File: config.mk
export PLATFORM = sky130hd
export DESIGN_NAME = rkct_ctrl
export DESIGN_NICKNAME = d
export VERILOG_FILES = /design/src/rkct_pkg.sv /design/src/rkct_ctrl.sv
export SDC_FILE = /design/constraint.sdc
export NUM_CORES = 1
export LEC_CHECK = 0
export BUFFER_PORTS_ARGS = -buffer_cell sky130_fd_sc_hd__buf_2
export CAP_MARGIN = 20
export CORE_AREA = 2 2 39 41
export DETAILED_ROUTE_END_ITERATION = 12
export DIE_AREA = 0 0 41 43
export GPL_TIMING_DRIVEN = 1
export MAX_ROUTING_LAYER = met4
export PLACE_DENSITY_LB_ADDON = 0.12
export SYNTH_ARGS = -nofsm -noshare
export SYNTH_HDL_FRONTEND = slang
export SYNTH_SLANG_ARGS = --single-unit
File: constraint.sdc
create_clock -name clk -period 3.13 [get_ports clk]
set_clock_uncertainty 0.05 [all_clocks]
set_input_delay 0.626 -clock clk [delete_from_list [all_inputs] [get_ports clk]]
set_output_delay 0.626 -clock clk [all_outputs]
set_load 0.1 [all_outputs]
File: src/rkct_pkg.sv
// Shared types and constants for the reference-counted key table.
// Used by the interfaces, controller, datapath, top level and checker.
package rkct_pkg;

	// Operation codes carried by a request word
	localparam logic OP_ACQUIRE = 1'b0;
	localparam logic OP_RELEASE = 1'b1;

	// Result status codes
	typedef enum logic [2:0] {
		ST_HIT          = 3'd0,
		ST_INSERTED     = 3'd1,
		ST_NOT_INSERTED = 3'd2,
		ST_DECREMENTED  = 3'd3,
		ST_FREED        = 3'd4,
		ST_REL_MISS     = 3'd5
	} status_t;

	// Commands from controller to datapath
	typedef struct packed {
		logic capture;  // latch the incoming request word
		logic match;    // compare key against all used entries
		logic read;     // encode hit/free and read the entry stores
		logic update;   // modify the entry and load the result register
	} cmd_t;

	// Status from datapath to controller
	typedef struct packed {
		logic out_busy; // result register full and not being taken
	} sts_t;

endpackage

File: src/rkct_ctrl.sv
// Sequencing controller for the key table: one request word at a time.
// Depends on rkct_pkg for the command and status structs.
module rkct_ctrl (
	input  logic           clk,
	input  logic           arst_n,
	input  logic           req_valid,
	output logic           req_ready,
	input  rkct_pkg::sts_t sts,
	output rkct_pkg::cmd_t cmd
);

	typedef enum logic [1:0] {
		S_IDLE,
		S_MATCH,
		S_READ,
		S_UPDATE
	} state_t;

	state_t state_q;
	logic   ready_q;
	logic   fire;

	assign fire      = req_valid && ready_q;
	assign req_ready = ready_q;

	// command decode from the current state
	assign cmd.capture = fire;
	assign cmd.match   = (state_q == S_MATCH);
	assign cmd.read    = (state_q == S_READ);
	assign cmd.update  = (state_q == S_UPDATE) && !sts.out_busy;

	// state and ready register
	always_ff @(posedge clk or negedge arst_n) begin
		if (!arst_n) begin
			state_q <= S_IDLE;
			ready_q <= 1'b1;
		end else begin
			unique case (state_q)
				S_IDLE: begin
					if (fire) begin
						state_q <= S_MATCH;
						ready_q <= 1'b0;
					end
				end
				S_MATCH: begin
					state_q <= S_READ;
				end
				S_READ: begin
					state_q <= S_UPDATE;
				end
				S_UPDATE: begin
					// hold until the result register can take the word
					if (!sts.out_busy) begin
						state_q <= S_IDLE;
						ready_q <= 1'b1;
					end
				end
				default: begin
					state_q <= S_IDLE;
					ready_q <= 1'b1;
				end
			endcase
		end
	end

endmodule

## Yosys cells after proc, flatten, opt, wreduce, memory -nomap -nowiden

Cells that the tools add are included.

| cells by class | value |
|---|---|
| eq/ne operators | 5 |
| reduce and logical (&&, ||, !) cells | 7 |
| mux-type cells | 6 |

Operator list:

| cell | number |
|---|---|
| case mux 2 bit (4 select lines) | 1 |
| == test 2 bit, second input constant | 2 |
| 2-to-1 mux 2 bit | 2 |
| inequality test 2 bit, second input constant | 2 |
| AND reduction 3 bit | 1 |
| == test 2 x 1 -> 1 bit, second input constant | 1 |
| logical AND 1 bit | 2 |
| logical NOT 2 bit | 1 |
| 2-to-1 mux 1 bit | 2 |
| case mux 1 bit (2 select lines) | 1 |
| AND reduction 2 bit | 1 |
| nonzero test 2 bit | 1 |
| logical NOT 1 bit | 1 |

| word-level totals | value |
|---|---|
| logic and storage cells | 20 |
| flip-flop bits (word level) | 3 |
| input bits | 4 |
| output and inout bits | 5 |

## Logic depth before layout (Yosys ltp)

Gate-level depths: netlist of run 1.

| depth | value |
|---|---|
| word-level depth | 3 |
| gate-level depth with buffers | 4 |
| gate-level depth less buffers | 4 |

## Worst setup path before layout of run 1

No wires, ideal clock.

| path | value |
|---|---|
| path type | input -> output |
| start | input sts |
| end | output cmd[0] in the netlist's numbering |
| required time | 2,454 ps |
| path buffers | 0 |
| setup slack | 493 ps |
| cell stages on the path | 1 |
| arrival time | 1,961 ps |
| cell sequence | nor2b_1 |

| between the ends | value |
|---|---|
| longest elaborated chain between the ends | 2 |

Ends and longest elaborated chain:

| element | line | text |
|---|---|---|
| start, declared | rkct_ctrl.sv:8 | `input rkct_pkg::sts_t sts,` |
| logical NOT 1 bit | n/a |  |
| logical AND 1 bit | rkct_ctrl.sv:30 | `assign cmd.update = (state_q == S_UPDATE) && !sts.out_busy;` |
| end, declared | rkct_ctrl.sv:9 | `output rkct_pkg::cmd_t cmd` |

Every way passes these cells.

==> impl_metrics.tcl, run 1 <==
set metrics [dict create \
    status "finished clean" \
    path_class "reg -> out" \
    cts_tree "built" \
    regArea_um2 76.3 \
    rrSetupSlack_ns 1.69 \
    drive_above_1_share 0.444 \
    cts-hold-fix-buffers 0 \
    tightest_slew_ns 0.484 \
    setup_viol 0 \
    yosys_warnings 0 \
    totalWireLength_um 470 \
    numCtsBuffers 3 \
    cts_buffer_depth 2 \
    grt_pass1_wl_um 779 \
    num_rows 14 \
    crit_family "buffers and inverters" \
    htree_num_levels 1 \
    postSynthAreaPerCell_um2 10.4 \
    worstPathRequired_ns 2.45 \
    netlist_instances 25 \
    die_w_um 41 \
    core_area_mm2 0.00138 \
    synth_nets 35 \
    insertion_delay_ns 0.23 \
    grt_pass1_vias 200 \
    drc_errors 0 \
    fin_crit_ns 2.07 \
    firstDrtPassIters 2 \
    synth_top_area_share 0.288 \
    maxSlewViolCount 0 \
    relSlewSlack 0.679 \
    fill_cells 160 \
    vias 200 \
    path_buf_inv 2 \
    areaGrowthSynthToFinish_pct 30.3 \
    arrival_ns 1.39 \
    clkTransAtPathRegs_ns 0.04 \
    synth_seq_cells 3 \
    setup_tns_ns 0 \
    via_per_inst 3.85 \
    antenna_found_initial 0 \
    worst_slack_ns 1.06 \
    final_area_um2 339 \
    timing.rr.start "state_q[1]$_DFFE_PN0P_" \
    avgRoutedWirePerCell_um 9.04 \
    rsz0062_at_grt "no" \
    place_area_um2 313 \
    nets 47 \
    max-cap-violations 0 \
    synth_area_leaders "ha_1, dfrtp_1, dfstp_2, a21boi_4, inv_1" \
    port_buffers 8 \
    r2r_cells 4 \
    worst_r2r_endpoint "state_q[1]$_DFFE_PN0P_" \
    synth_top_area_cell "ha_1" \
    cts-root-buf "clkbuf_4" \
    drt_iter0_drc 2 \
    cp.depth 3 \
    timing.final.crit_share 0.661 \
    synth_area_um2 260 \
    start_kind "flip-flop" \
    hpwl_um 404 \
    multiInputGateArea_um2 158 \
    yosysSeqAreaShare 0.293 \
    yosysUniqueCellTypes 14 \
    antenna_cells 0 \
    cts_setup_buffers 0 \
    place_congestion 0.641 \
    grt_usage 0.0742 \
    place_ws_ns 1.18 \
    ios 9 \
    crit_fanout 4 \
    ctsResizeCount 0 \
    die-area_mm2 0.00176 \
    startpoint "state_q[0]$_DFFE_PN0P_" \
    start_util 0.188 \
    cp-end-kind "primary output" \
    max_stage_delay_ns 0.42 \
    grt_max_degree 6 \
    crit_path_end "cmd[1]" \
    overflow 0 \
    path_cells "inv_1, ha_1, buf_2" \
    hold_path_class "in -> async" \
    dieHeight_um 43 \
    fmax_ghz 0.484 \
    ant_nets 0 \
    crit_slowest_cell "dfrtp_1" \
    cts.sinks 3 \
    final-hold-violation-count 0 \
]
worst register-to-register path, delay by kind of cell (launching register included):
kind | cells | cell delay (ns)
flip-flops | 1 | 0.43
AND/OR/NAND/NOR | 1 | 0.11
adder cells (fa/ha/maj) | 1 | 0.21
multiplexers | 1 | 0.31
AO/OA/AOI/OAI | 1 | 0.21
registers in the layout, indices dropped and copies added (netlist names):
| signal | flops |
|---|---|
| state_q | 2 |
| req_ready | 1 |
cell usage after synthesis:
library cell,instances
a21oi_1,2
ha_1,6
nor2b_1,1
nand2_2,1
inv_1,5
mux2_4,1
a31o_2,1
buf_4,1
dfrtp_1,2
a21boi_4,1
dfstp_2,1
nand2_1,1
nor2_1,1
mux2i_1,1
logic make-up (layout without fill, tap and decap cells):
logic type,after synthesis,count (layout),share of synthesized area
compound gates,4,4,0.144
fa+ha+maj,6,6,0.288
buf+inv,6,17,0.101
flops,3,3,0.293
mux,2,2,0.0961
simple gates,4,4,0.0769
through the flow:
step,instances,utilization,hold slack (ns)
2_1_floorplan,25,-,0.280
3_3_place_gp,48,0.226,0.372
3_5_place_dp,48,0.226,0.373
4_1_cts,52,0.245,0.122
5_1_grt,52,0.245,0.108
6_report,52,0.245,0.130
final cells by class:
type / instances / area share
well taps: 16 / 0.0590
repair buffers: 8 / 0.118
flip-flops and latches: 3 / 0.225
inverters: 5 / 0.0554
multi-input cells: 16 / 0.465
clock buffers: 4 / 0.0775
cells in the final DEF, fill, tap and decap left out, types with 2 or more instances in the layout:
| master | n |
|---|---|
| dfrtp_1 | 2 |
| clkbuf_4 | 3 |
| a21oi_1 | 2 |
| buf_2 | 8 |
| ha_1 | 6 |
| inv_1 | 5 |
worst min path at each step:
stage / startpoint / to / cells after the start
floorplan: arst_n / state_q[0]$_DFFE_PN0P_ / 0
global placement: arst_n / state_q[1]$_DFFE_PN0P_ / 1
detailed placement: arst_n / state_q[1]$_DFFE_PN0P_ / 1
CTS: arst_n / state_q[1]$_DFFE_PN0P_ / 1
global route: arst_n / state_q[0]$_DFFE_PN0P_ / 1
finish: arst_n / state_q[1]$_DFFE_PN0P_ / 1
layer usage:
metal  global-route usage  vias up  routed length, µm  part of all wire
li1                     -       99                  -                 -
met1               0.0647       95                170              0.36
met2                0.116        6                264              0.56
met3               0.0628        0                 35             0.074
met4               0.0200        0                  0                 0
met5                    -        -                  0                 0
Power of run 1 is not shown: default switching activity piles up to over one toggle a cycle in this logic, so the estimate is an artifact.
==> inputs of run 2 (changes only) <==
- clock period: 3.13 -> 1.8 ns (I/O delays scaled with it)
==> impl_metrics.tcl, run 2 (synthesized netlist as in run 1, its figures left out) <==
set metrics [dict create \
    status "finished clean" \
    vias 192 \
    final-hold-violation-count 0 \
    core_area_mm2 0.00138 \
    nets 48 \
    final_common_cell "ha_1" \
    areaGrowthSynthToFinish_pct 58.2 \
    rsz0062_at_grt "no" \
    grt_max_degree 6 \
    tightest_slew_ns 0.483 \
    place_area_um2 375 \
    firstDrtPassIters 2 \
    num_rows 14 \
    largest_register_ffs 2 \
    place_ws_ns 0.364 \
    fin_crit_ns 1.62 \
    place_congestion 0.719 \
    ant_nets 0 \
    antenna_found_initial 0 \
    fmax_ghz 0.618 \
    hpwl_um 388 \
    numCtsBuffers 3 \
    worst_slack_ns 0.181 \
    die-area_mm2 0.00176 \
    overflow 0 \
    maxSlewViolCount 0 \
    relSlewSlack 0.680 \
    setup_tns_ns 0 \
    timing.final.crit_share 0.899 \
    min_path_cells 3 \
    cp-end-kind "primary output" \
    htree_num_levels 1 \
    clkTransAtPathRegs_ns 0.04 \
    via_per_inst 3.62 \
    crit_fanout 4 \
    path_class "reg -> out" \
    cts_buffer_depth 2 \
    arrival_ns 1.21 \
    antenna_cells 0 \
    setup_viol 0 \
    totalWireLength_um 434 \
    grt_pass1_wl_um 662 \
    drive_above_1_share 0.459 \
    grt_pass1_vias 187 \
    cts_tree "built" \
    grt_usage 0.0568 \
    cts.sinks 3 \
    cts-root-buf "clkbuf_4" \
    die_w_um 41 \
    max-cap-violations 0 \
    ios 9 \
    hold_path_class "in -> reg" \
    drt_iter0_drc 1 \
    avgRoutedWirePerCell_um 8.19 \
    worstPathRequired_ns 1.39 \
    final_cell_mix "ha_1, inv_1, buf_2, buf_12, clkbuf_4" \
    start_kind "flip-flop" \
    drc_errors 0 \
    r2r_cells 4 \
    insertion_delay_ns 0.23 \
    final_area_um2 412 \
    dieHeight_um 43 \
    start_util 0.188 \
    max_flop_register "state_q" \
    port_buffers 8 \
]
[run 2: final timing paths]
path / startpoint / end / slack [ns]
min reg2reg: req_ready$_DFFE_PN1P_ / req_ready$_DFFE_PN1P_ / 0.50
max in group asynchronous: arst_n / req_ready$_DFFE_PN1P_ / 1.10
max: state_q[0]$_DFFE_PN0P_ / cmd[1] / 0.18
min: req_valid / req_ready$_DFFE_PN1P_ / 0.39
min in group asynchronous: arst_n / state_q[0]$_DFFE_PN0P_ / 0.41
max reg2reg: state_q[0]$_DFFE_PN0P_ / state_q[1]$_DFFE_PN0P_ / 0.37
[run 2: timing repair]
item | 4_1_cts | 5_1_grt
resized for setup | 0 | 0
hold buffers | 1 | 0
setup buffers | 0 | 0
hold endpoints to repair | 2 | 0
[run 2: critical path, cell delays in order (launching register included)]
cell     delay (ns)
dfrtp_1        0.41
inv_1          0.13
ha_1           0.24
buf_12         0.19
[run 2: through the flow]
| step | instances | util | hold WS, ns |
|---|---|---|---|
| after CTS | 53 | 0.297 | 0.389 |
| final | 53 | 0.297 | 0.390 |
| after global placement | 48 | 0.271 | 0.108 |
| after global routing | 53 | 0.297 | 0.402 |
| after floorplan | 25 | - | 0.0144 |
| after detailed placement | 48 | 0.271 | 0.106 |
[run 2: layer usage]
layer,global-route usage,share of wire
met3,0,0.041
met2,0.0969,0.58
met5,-,0
met4,0.0400,0
met1,0.0584,0.38
[run 2: cell type report]
type,instances,area [µm²]
clock buffers,4,26.3
repair buffers,9,110
flip-flops and latches,3,76.3
fillers,146,972
multi-input cells,16,160
inverters,5,18.8
well taps,16,20.0
Power of run 2 is left out for the same reason.
